`src/sv/lss_pkg.sv`:
```
// ----------------------------------------------------------------------------
// lss_pkg: shared definitions for the LIFO stack with search
// Request and result codes, field widths and the per-cell control struct.
// ----------------------------------------------------------------------------
package lss_pkg;

  localparam int DEPTH_DEF = 8;
  localparam int WORD_W    = 32;
  localparam int POS_W     = 6;
  localparam int KIND_W    = 3;
  localparam int REQ_W     = 2;

  // request codes
  localparam logic [REQ_W-1:0] REQ_PUSH   = 2'd0;
  localparam logic [REQ_W-1:0] REQ_POP    = 2'd1;
  localparam logic [REQ_W-1:0] REQ_LIST   = 2'd2;
  localparam logic [REQ_W-1:0] REQ_SEARCH = 2'd3;

  // result kinds
  localparam logic [KIND_W-1:0] KIND_PUSHED = 3'd0;
  localparam logic [KIND_W-1:0] KIND_FULL   = 3'd1;
  localparam logic [KIND_W-1:0] KIND_POPPED = 3'd2;
  localparam logic [KIND_W-1:0] KIND_EMPTY  = 3'd3;
  localparam logic [KIND_W-1:0] KIND_LISTED = 3'd4;
  localparam logic [KIND_W-1:0] KIND_MATCH  = 3'd5;
  localparam logic [KIND_W-1:0] KIND_DONE   = 3'd6;

  typedef struct packed {
    logic load;   // write the pushed word into this cell
    logic shift;  // take the word of the next cell up (rotate)
  } cell_ctrl_t;

endpackage

```
`src/sv/lifo_stack_with_search.sv`:
```
// ----------------------------------------------------------------------------
// lifo_stack_with_search: bounded LIFO stack of signed words with list/search
// A row of DEPTH cells holds the entries; a walk rotates the row past cell 0.
// ----------------------------------------------------------------------------
//
//  channel   ports                               handshake
//  -------   ---------------------------------   ------------------------------
//  request   req_type, value                     taken when start && !busy
//  result    kind, position, word, last          one cycle, marked by strobe
//
//  Push and pop results show in the cycle after the request is taken, and
//  a new item may be started in that very cycle.
//  List and search rotate the row of cells by one place per cycle, DEPTH
//  places in all, so every entry passes cell 0 and the row ends in its
//  original order, then the walk-done result follows.
//  Reset (synchronous) empties the stack; entry contents are left as they are.
//  The receiver cannot stall: each result is taken in the cycle it shows.
// ----------------------------------------------------------------------------
module lifo_stack_with_search #(
  parameter int DEPTH = lss_pkg::DEPTH_DEF
) (
  input  logic                               clk,
  input  logic                               rst,
  input  logic                               start,
  output logic                               busy,
  input  logic [lss_pkg::REQ_W-1:0]          req_type,
  input  logic signed [lss_pkg::WORD_W-1:0]  value,
  output logic                               strobe,
  output logic [lss_pkg::KIND_W-1:0]         kind,
  output logic [lss_pkg::POS_W-1:0]          position,
  output logic signed [lss_pkg::WORD_W-1:0]  word,
  output logic                               last
);

  localparam int FW = $clog2(DEPTH + 1);             // fill count width
  localparam int CW = (DEPTH > 1) ? $clog2(DEPTH) : 1; // cell index width

  typedef enum logic [2:0] {
    S_IDLE   = 3'b001,
    S_WALK   = 3'b010,
    S_FINISH = 3'b100
  } state_t;

  state_t                            state;
  logic [FW-1:0]                     fill_count;
  logic [CW-1:0]                     walk_cnt;
  logic signed [lss_pkg::WORD_W-1:0] walk_key;
  logic                              walk_list;

  logic                              accept;
  logic                              full;
  logic                              in_range;
  logic [CW-1:0]                     top_idx;

  lss_pkg::cell_ctrl_t               ctrl [DEPTH];
  logic signed [lss_pkg::WORD_W-1:0] cell_q [DEPTH];

  assign busy     = (state != S_IDLE);
  assign accept   = start && !busy;
  assign full     = (fill_count == FW'(DEPTH));
  // cell 0 holds entry walk_cnt after walk_cnt rotations
  assign in_range = (FW'(walk_cnt) < fill_count);
  assign top_idx  = CW'(fill_count - FW'(1));

  // Row of cells: cell i takes from cell i+1, the top cell wraps to cell 0.
  for (genvar i = 0; i < DEPTH; i++) begin : g_cell
    assign ctrl[i].load  = accept && (req_type == lss_pkg::REQ_PUSH) && !full
                           && (fill_count == FW'(i));
    assign ctrl[i].shift = (state == S_WALK);

    lss_cell u_cell (
      .clk       (clk),
      .ctrl      (ctrl[i]),
      .load_data (value),
      .shift_in  (cell_q[(i == DEPTH - 1) ? 0 : i + 1]),
      .q         (cell_q[i])
    );
  end

  always_ff @(posedge clk) begin
    if (rst) begin
      state      <= S_IDLE;
      fill_count <= '0;
      walk_cnt   <= '0;
      strobe     <= 1'b0;
    end else begin
      strobe <= 1'b0;
      unique case (state)
        S_IDLE: begin
          if (start) begin
            unique case (req_type)
              lss_pkg::REQ_PUSH: begin
                strobe   <= 1'b1;
                position <= '0;
                word     <= '0;
                last     <= 1'b1;
                if (full) begin
                  kind <= lss_pkg::KIND_FULL;
                end else begin
                  kind       <= lss_pkg::KIND_PUSHED;
                  fill_count <= fill_count + FW'(1);
                end
              end
              lss_pkg::REQ_POP: begin
                strobe   <= 1'b1;
                position <= '0;
                last     <= 1'b1;
                if (fill_count == '0) begin
                  kind <= lss_pkg::KIND_EMPTY;
                  word <= '0;
                end else begin
                  kind       <= lss_pkg::KIND_POPPED;
                  word       <= cell_q[top_idx];
                  fill_count <= fill_count - FW'(1);
                end
              end
              lss_pkg::REQ_LIST, lss_pkg::REQ_SEARCH: begin
                // hold the key and start the rotation
                state     <= S_WALK;
                walk_cnt  <= '0;
                walk_key  <= value;
                walk_list <= (req_type == lss_pkg::REQ_LIST);
              end
            endcase
          end
        end
        S_WALK: begin
          if (in_range && (walk_list || (cell_q[0] == walk_key))) begin
            strobe   <= 1'b1;
            kind     <= walk_list ? lss_pkg::KIND_LISTED : lss_pkg::KIND_MATCH;
            position <= lss_pkg::POS_W'(walk_cnt);
            word     <= walk_list ? cell_q[0] : '0;
            last     <= 1'b0;
          end
          // advance; after DEPTH rotations the row is back in order
          if (walk_cnt == CW'(DEPTH - 1)) begin
            state <= S_FINISH;
          end else begin
            walk_cnt <= walk_cnt + CW'(1);
          end
        end
        S_FINISH: begin
          strobe   <= 1'b1;
          kind     <= lss_pkg::KIND_DONE;
          position <= '0;
          word     <= '0;
          last     <= 1'b1;
          state    <= S_IDLE;
        end
        default: begin
          state <= S_IDLE;
        end
      endcase
    end
  end

`ifndef SYNTHESIS
  a_fill_bound: assert property (@(posedge clk) disable iff (rst)
    fill_count <= FW'(DEPTH))
    else $error("fill count above depth");

  a_done_last: assert property (@(posedge clk) disable iff (rst)
    (strobe && (kind == lss_pkg::KIND_DONE)) |-> last)
    else $error("walk done without last");

  a_push_full: assert property (@(posedge clk) disable iff (rst)
    (accept && (req_type == lss_pkg::REQ_PUSH) && full)
      |=> (strobe && (kind == lss_pkg::KIND_FULL) && $stable(fill_count)))
    else $error("push on full stack not reported");

  a_finish_idle: assert property (@(posedge clk) disable iff (rst)
    (state == S_FINISH) |=> (!busy && strobe && last))
    else $error("walk did not end cleanly");
`endif

endmodule

```
`src/sv/lss_cell.sv`:
```
// ----------------------------------------------------------------------------
// lss_cell: one stack entry
// Holds one word; loads a pushed word or takes its upper neighbour's word.
// ----------------------------------------------------------------------------
module lss_cell (
  input  logic                              clk,
  input  lss_pkg::cell_ctrl_t               ctrl,
  input  logic signed [lss_pkg::WORD_W-1:0] load_data,
  input  logic signed [lss_pkg::WORD_W-1:0] shift_in,
  output logic signed [lss_pkg::WORD_W-1:0] q
);

  always_ff @(posedge clk) begin
    if (ctrl.load) begin
      q <= load_data;
    end else if (ctrl.shift) begin
      q <= shift_in;
    end
  end

endmodule
```
`config.mk`:
```
export PLATFORM = sky130hd
export DESIGN_NAME = lifo_stack_with_search
export DESIGN_NICKNAME = d
export VERILOG_FILES = /design/src/sv/lss_pkg.sv /design/src/sv/lifo_stack_with_search.sv /design/src/sv/lss_cell.sv
export SDC_FILE = /design/constraint.sdc
export NUM_CORES = 1
export LEC_CHECK = 0
export BUFFER_PORTS_ARGS = -buffer_cell sky130_fd_sc_hd__buf_4
export CORE_MARGIN = 4
export CORE_UTILIZATION = 59
export CTS_CLUSTER_DIAMETER = 80
export DETAILED_ROUTE_END_ITERATION = 8
export HOLD_SLACK_MARGIN = 0.08
export PLACE_DENSITY = 0.85
export SYNTH_ARGS = -nofsm -noshare
export SYNTH_HDL_FRONTEND = slang
export SYNTH_HIERARCHICAL = 1
export SYNTH_SLANG_ARGS = --single-unit
```
`constraint.sdc`:
```
create_clock -name clk -period 11.3 [get_ports clk]
set_input_delay 1.695 -clock clk [delete_from_list [all_inputs] [get_ports clk]]
set_output_delay 1.695 -clock clk [all_outputs]
set_load 0.01 [all_outputs]
```
==> results of run 1 <==
-- cells by family after synthesis --
logic type / Yosys count / share of synthesized area
mux: 353 / 0.3133
flops: 339 / 0.5709
simple gates: 93 / 0.02703
buf+inv: 76 / 0.04554
compound gates: 52 / 0.01709
xor+xnor: 40 / 0.02029
fa+ha+maj: 8 / 0.005675
other cells: 1 / 0.0002126
-- area by class of cell --
cell class,count,area share
Sequential cell,339,0.5228
Multi-Input combinational cell,549,0.3547
Clock buffer,45,0.04961
Timing Repair Buffer,92,0.03584
Tap cell,390,0.02532
Clock inverter,19,0.01006
Inverter,9,0.001753
-- how the worst max path moves through the flow --
stage,start,endpoint,slack [ps],cells past startpoint
2_1_floorplan,req_type[1],kind[0]$_DFFE_PP_,3140,3
3_3_place_gp,req_type[1],g_cell[5].u_cell/q[20]$_DFFE_PP_,6410,6
3_5_place_dp,req_type[1],g_cell[5].u_cell/q[26]$_DFFE_PP_,6360,6
4_1_cts,req_type[1],g_cell[5].u_cell/q[31]$_DFFE_PP_,6780,6
5_1_grt,req_type[1],g_cell[5].u_cell/q[16]$_DFFE_PP_,6600,6
6_report,req_type[1],g_cell[5].u_cell/q[14]$_DFFE_PP_,6710,6
-- cells in the mapped netlist (all sizes together) (3+ instances only) --
library cell and n:
nor4 6, inv 9, xor2 4, o21ai 36
nand2b 3, mux2 257, nand2 33, clkbuf 8
nor3 3, nand4 8, a2111oi 3, and3 4
a21oi 3, nor2 15, and2 7, dfxtp 11
buf 59, mux4 64, mux2i 32, ha 8
xnor2 36, or2 8, edfxtp 328
-- layer usage --
metal  GRT usage  vias up  part of all wire
met5           0        -                 0
met4     0.06050        0             0.024
met3     0.04510       69             0.075
met2      0.3710      429              0.47
met1      0.3346     4755              0.43
li1            -     3909                 -
-- state kept, by name, summed over array words and instances, names as in the netlist, 3 cells and up --
register         count
fill_count           4
g_cell.u_cell/q    256
kind                 3
position             3
state                3
walk_cnt             3
walk_key            32
word                32
-- stage by stage --
step	total power, mW	cell area, sq um	util
floorplan	1.593	17650	-
global placement	1.662	18120	0.6130
detailed placement	1.668	18120	0.6130
CTS	2.825	19270	0.6519
global route	2.899	19270	0.6519
finish	2.810	19270	0.6519
-- power by group --
group	switching [mW]	internal, mW	total [mW]
Clock	0.475	0.691	1.17
Sequential	0.0179	1.39	1.41
Combinational	0.123	0.111	0.234
Total	0.616	2.19	2.81
-- worst max-delay path, delay by kind of cell --
family                 cells  cell delay, ps
AND/OR/NAND/NOR            4            2740
buffers and inverters      2             260
==> metrics.md, run 1 <==
| Metric | Value |
|---|---|
| Cell type with the largest total area after synthesis | edfxtp_1 |
| Die area | 32730 sq um |
| Crit share post-route | 0.4064 |
| Async S/R FF share, synth | 0 |
| Fin cells | 1443 |
| Worst setup EP type | flip-flop |
| Dominant synthesized flop cell | edfxtp_1 |
| Antenna Cells | 0 |
| Resize count post-CTS | 0 |
| WL/cell | 26.59 um |
| Die Y | 180.9 um |
| Setup bufs post-CTS | 0 |
| EDFF count, synth | 328 |
| Worst IR drop on VDD | 0.0001103 V |
| Status | completed |
| Clk root buf | clkbuf_16 |
| Min cycle time layout | 4593 ps |
| Clk Latency, worst-skew pair | 510 ps |
| Vias in the first global route | 9459 |
| Most common cell after layout, fill and taps aside | edfxtp_1 |
| DRT Wirelength | 38.37 mm |
| FF+latch count, synth | 339 |
| FF-to-FF End | g_cell[5].u_cell/q[14]$_DFFE_PP_ |
| Num CTS Buffers | 36 |
| Most frequent cells in the layout | edfxtp_1, mux2_4, buf_4 |
| Critical hold path startpoint | g_cell[7].u_cell/q[21]$_DFFE_PP_ |
| Synthesized cell area | 17640 sq um |
| Setup slack on the worst flop-to-flop path | 7410 ps |
| Arr. time, crit path | 4730 ps |
| Gr usage total | 0.2328 |
| Register Area | 10070 sq um |
| Routed vias | 9162 |
| Synth Instances | 962 |
| Critical path type | in2reg |
| Initial antenna violation count | 0 |
| Placer Congestion | 0.8078 |
| Post-synthesis sequential area ratio | 0.5709 |
| Dpl cells | 1379 |
| Hold path endpoint | g_cell[6].u_cell/q[21]$_DFFE_PP_ |
| P_leak | 6.816 nW |
| Pre-Repair DR Iteration Count | 5 |
| Relative slew slack | 0.2208 |
| First-pass GRT wire length | 58.96 mm |
| Crit Reg-Reg Startpoint | state[0]$_SDFFE_PP1P_ |
| # fillers | 1957 |
| Row count | 63 |
| Count of cell types in the netlist | 45 |
| Yosys warning count | 6 |
| Fin. max-slew vios | 0 |
| DR DRC count | 0 |
| Layout area overhead | 9.242% |
| I/O Buffers | 77 |
| Synth top area cells | edfxtp_1, mux2_4, mux4_2, buf_12, mux2i_1 |
| Worst r2r path cells | 5 |
| FMAX | 217.7 MHz |
| Vias/cell | 6.349 |
| CTS Buffer Depth | 3 |
| CP peak stage delay | 1050 ps |
| Die width | 180.9 um |
| Largest net degree at the start of global routing | 48 |
| Worst slew pin tran | 1169 ps |
| Crit path max fanout | 33 |
| Starting density of the core | 0.5967 |
| Post-DP HPWL | 22.85 mm |
| RSZ-0062 raised after global routing | false |
| DRT iter0 DRCs | 972 |
| Hold WS | 572.3 ps |
| Post-CTS Hold Fix Bufs | 0 |
| Nets | 1072 |
| Hold Path Class | reg2reg |
| Clock sink total | 339 |
| Routed Antenna Nets | 0 |
| PwrDens | 145.8 nW/um^2 |
| Layout cells sized above 1 | 0.4615 |
| Max-cap violations | 0 |
| Multi-input logic area | 6834 sq um |
| DP Worst Slack | 6361 ps |
| Placeable Area | 29560 sq um |
| # IOs | 81 |
| Overflow after GRT | 0 |
| Hold Vio Cnt, Final | 0 |
| Critical path's slowest cell | and2_2 |
| Crit start category | input pin |
| Yosys top cell area share | 0.5584 |
| Cell chain of the critical path | buf_4 -> inv_1 -> nand3_1 -> nor4_1 -> and2_2 -> or2_2 |
| Final setup vio count | 0 |
| Worst clock skew | 14.57 ps |
| CTS tree | built |
| H-tree depth | 2 |
| Mean Syn Cell Area | 18.34 sq um |
| Fin Setup TNS | 0 ps |
| Worst hold path cell count | 1 |
| Worst Slack Setup Final | 6707 ps |
| Clock transition at the registers of the reported paths | 60 ps |
| CP required | 11430 ps |
Note: power is estimated with default switching activity, not from simulation.
==> run 2, diff against run 1 <==
CORE_UTILIZATION = 56   (was 59)
clock period = 3.78 ns   (was 11.3 ns; I/O delays follow)
==> metrics.md, run 2 (synthesis gave the netlist of run 1 again) <==
| Metric | Value |
|---|---|
| Crit path max fanout | 13 |
| Biggest register | g_cell.u_cell/q |
| Psw | 1.871 mW |
| Vias in the first global route | 9762 |
| Busiest layer in global routing | met2 |
| Relative slew slack | 0.4143 |
| Clk Latency, worst-skew pair | 520 ps |
| Antenna Cells | 0 |
| Status | completed |
| DR DRC count | 0 |
| Hold Vio Cnt, Final | 0 |
| Crit Reg-Reg Startpoint | state[0]$_SDFFE_PP1P_ |
| Internal power | 6.436 mW |
| DRT Wirelength | 41.19 mm |
| Delay-heaviest family, CP | simple AND/OR/NAND/NOR gates |
| Overflow after GRT | 0 |
| FMAX | 337.1 MHz |
| Num CTS Buffers | 36 |
| CP Launch Point | state[0]$_SDFFE_PP1P_ |
| Nets | 1096 |
| Worst Slack Setup Final | 813.9 ps |
| CTS tree | built |
| Hold Path Class | in2reg |
| Arr. time, crit path | 3230 ps |
| Clk root buf | clkbuf_16 |
| Clock sink total | 339 |
| Met1 GRT Util | 0.3411 |
| Most common cell after layout, fill and taps aside | edfxtp_1 |
| Net Sw Frac | 0.2252 |
| Min cycle time layout | 2966 ps |
| Fin Setup TNS | 0 ps |
| Initial antenna violation count | 1 |
| Row count | 64 |
| Placer Congestion | 0.8055 |
| Largest net degree at the start of global routing | 38 |
| Starting density of the core | 0.5722 |
| CTS Buffer Depth | 3 |
| Placeable Area | 30830 sq um |
| Resize count post-CTS | 0 |
| Worst IR drop on VDD | 0.0002749 V |
| Critical path's slowest cell | nor4_1 |
| Routed vias | 9519 |
| H-tree depth | 2 |
| CP peak stage delay | 450 ps |
| Vias/cell | 6.462 |
| Critical path type | reg2reg |
| WL/cell | 27.96 um |
| Clock transition at the registers of the reported paths | 60 ps |
| P_leak | 6.952 nW |
| Crit start category | flip-flop |
| Gr usage total | 0.2394 |
| Post-DP HPWL | 25.40 mm |
| Fin. max-slew vios | 0 |
| I/O Buffers | 77 |
| Routed Antenna Nets | 0 |
| Cell chain of the critical path | nor3b_4 -> nand3_1 -> nor4_1 -> and2_2 -> buf_4 -> mux2_2 |
| DRT iter0 DRCs | 1177 |
| Max-cap violations | 0 |
| Top flop regs | g_cell.u_cell/q (256), walk_key (32), word (32) |
| WP buf/inv | 1 |
| Logic pwr share | 0.088 |
| DP Worst Slack | 759.1 ps |
| Layout area overhead | 10.75% |
| Setup bufs post-CTS | 0 |
| Met2 usage | 0.3761 |
| M3 GR Usage | 0.05863 |
| Hold WS | 296.5 ps |
| Seq pwr share | 0.506 |
| Die area | 34400 sq um |
| PwrDens | 425.2 nW/um^2 |
| Critical hold path startpoint | value[15] |
| Clock Power Share | 0.406 |
| # fillers | 2047 |
| Crit share post-route | 0.7847 |
| Die Y | 185.5 um |
| CP required | 4040 ps |
| Most frequent cells in the layout | edfxtp_1, mux2_4, buf_4 |
| Die width | 185.5 um |
| RSZ-0062 raised after global routing | false |
| Worst slew pin tran | 856.4 ps |
| Worst setup EP type | flip-flop |
| # IOs | 81 |
| Final setup vio count | 0 |
| Worst clock skew | 20.74 ps |
| Layout cells sized above 1 | 0.4708 |
| Post-CTS Hold Fix Bufs | 0 |
| First-pass GRT wire length | 61.67 mm |
| Pre-Repair DR Iteration Count | 6 |
| Max reg flops | 256 |
run 2: cell types whose count changed in the layout (fill, tap and decap cells not counted):
cell        change
a2111oi_2       -1
a2111oi_4       +1
buf_12         +10
buf_4          +14
bufinv_16       -2
clkbuf_1        +3
clkinv_2        +1
clkinvlp_4      -2
run 2: power groups by stage:
stage	Clock [mW]	Sequential (mW)	Combinational, mW
floorplan	0	4.27	0.492
global route	3.57	4.21	0.776
detailed placement	0	4.28	0.724
finish	3.37	4.20	0.733
CTS	3.41	4.20	0.727
global placement	0	4.28	0.711
run 2: metal layers:
layer	up-vias	wire length, um
li1	3962	-
met1	4888	16450
met2	588	19160
met3	79	4556
met4	2	1006
met5	-	11
run 2: worst reg2reg max path: stages, from the launching register on:
cell	delay [ps]
dfxtp_1	420
nor3b_4	320
nand3_1	300
nor4_1	450
and2_2	450
buf_4	400
mux2_2	390
run 2: worst paths after layout:
path                                                          to  slack [ps]  cells after the start
worst max-delay path            g_cell[1].u_cell/q[29]$_DFFE_PP_         810                      6
worst min register to register  g_cell[0].u_cell/q[30]$_DFFE_PP_         570                      1
worst max register to register  g_cell[1].u_cell/q[29]$_DFFE_PP_         810                      6
worst min-delay path                      walk_key[15]$_DFFE_PP_         300                      1
run 2: metrics by stage:
stage               total power [mW]  std cells    util  instance area, sq um
detailed placement             5.008       1409  0.5983                 18450
finish                         8.308       1473  0.6337                 19540
CTS                            8.340       1473  0.6337                 19540
global placement               4.991       1409  0.5983                 18450
global route                   8.557       1473  0.6337                 19540
floorplan                      4.762        964       -                 17670
run 2: layout make-up:
| cell class | instances | area (sq um) | area share |
|---|---|---|---|
| multi-input cells | 549 | 6847 | 0.3505 |
| clock inverters | 16 | 123.9 | 0.006340 |
| repair buffers | 116 | 996.0 | 0.05098 |
| flip-flops and latches | 339 | 10070 | 0.5156 |
| well taps | 396 | 495.5 | 0.02536 |
| inverters | 9 | 33.78 | 0.001729 |
| clock buffers | 48 | 967.2 | 0.04951 |
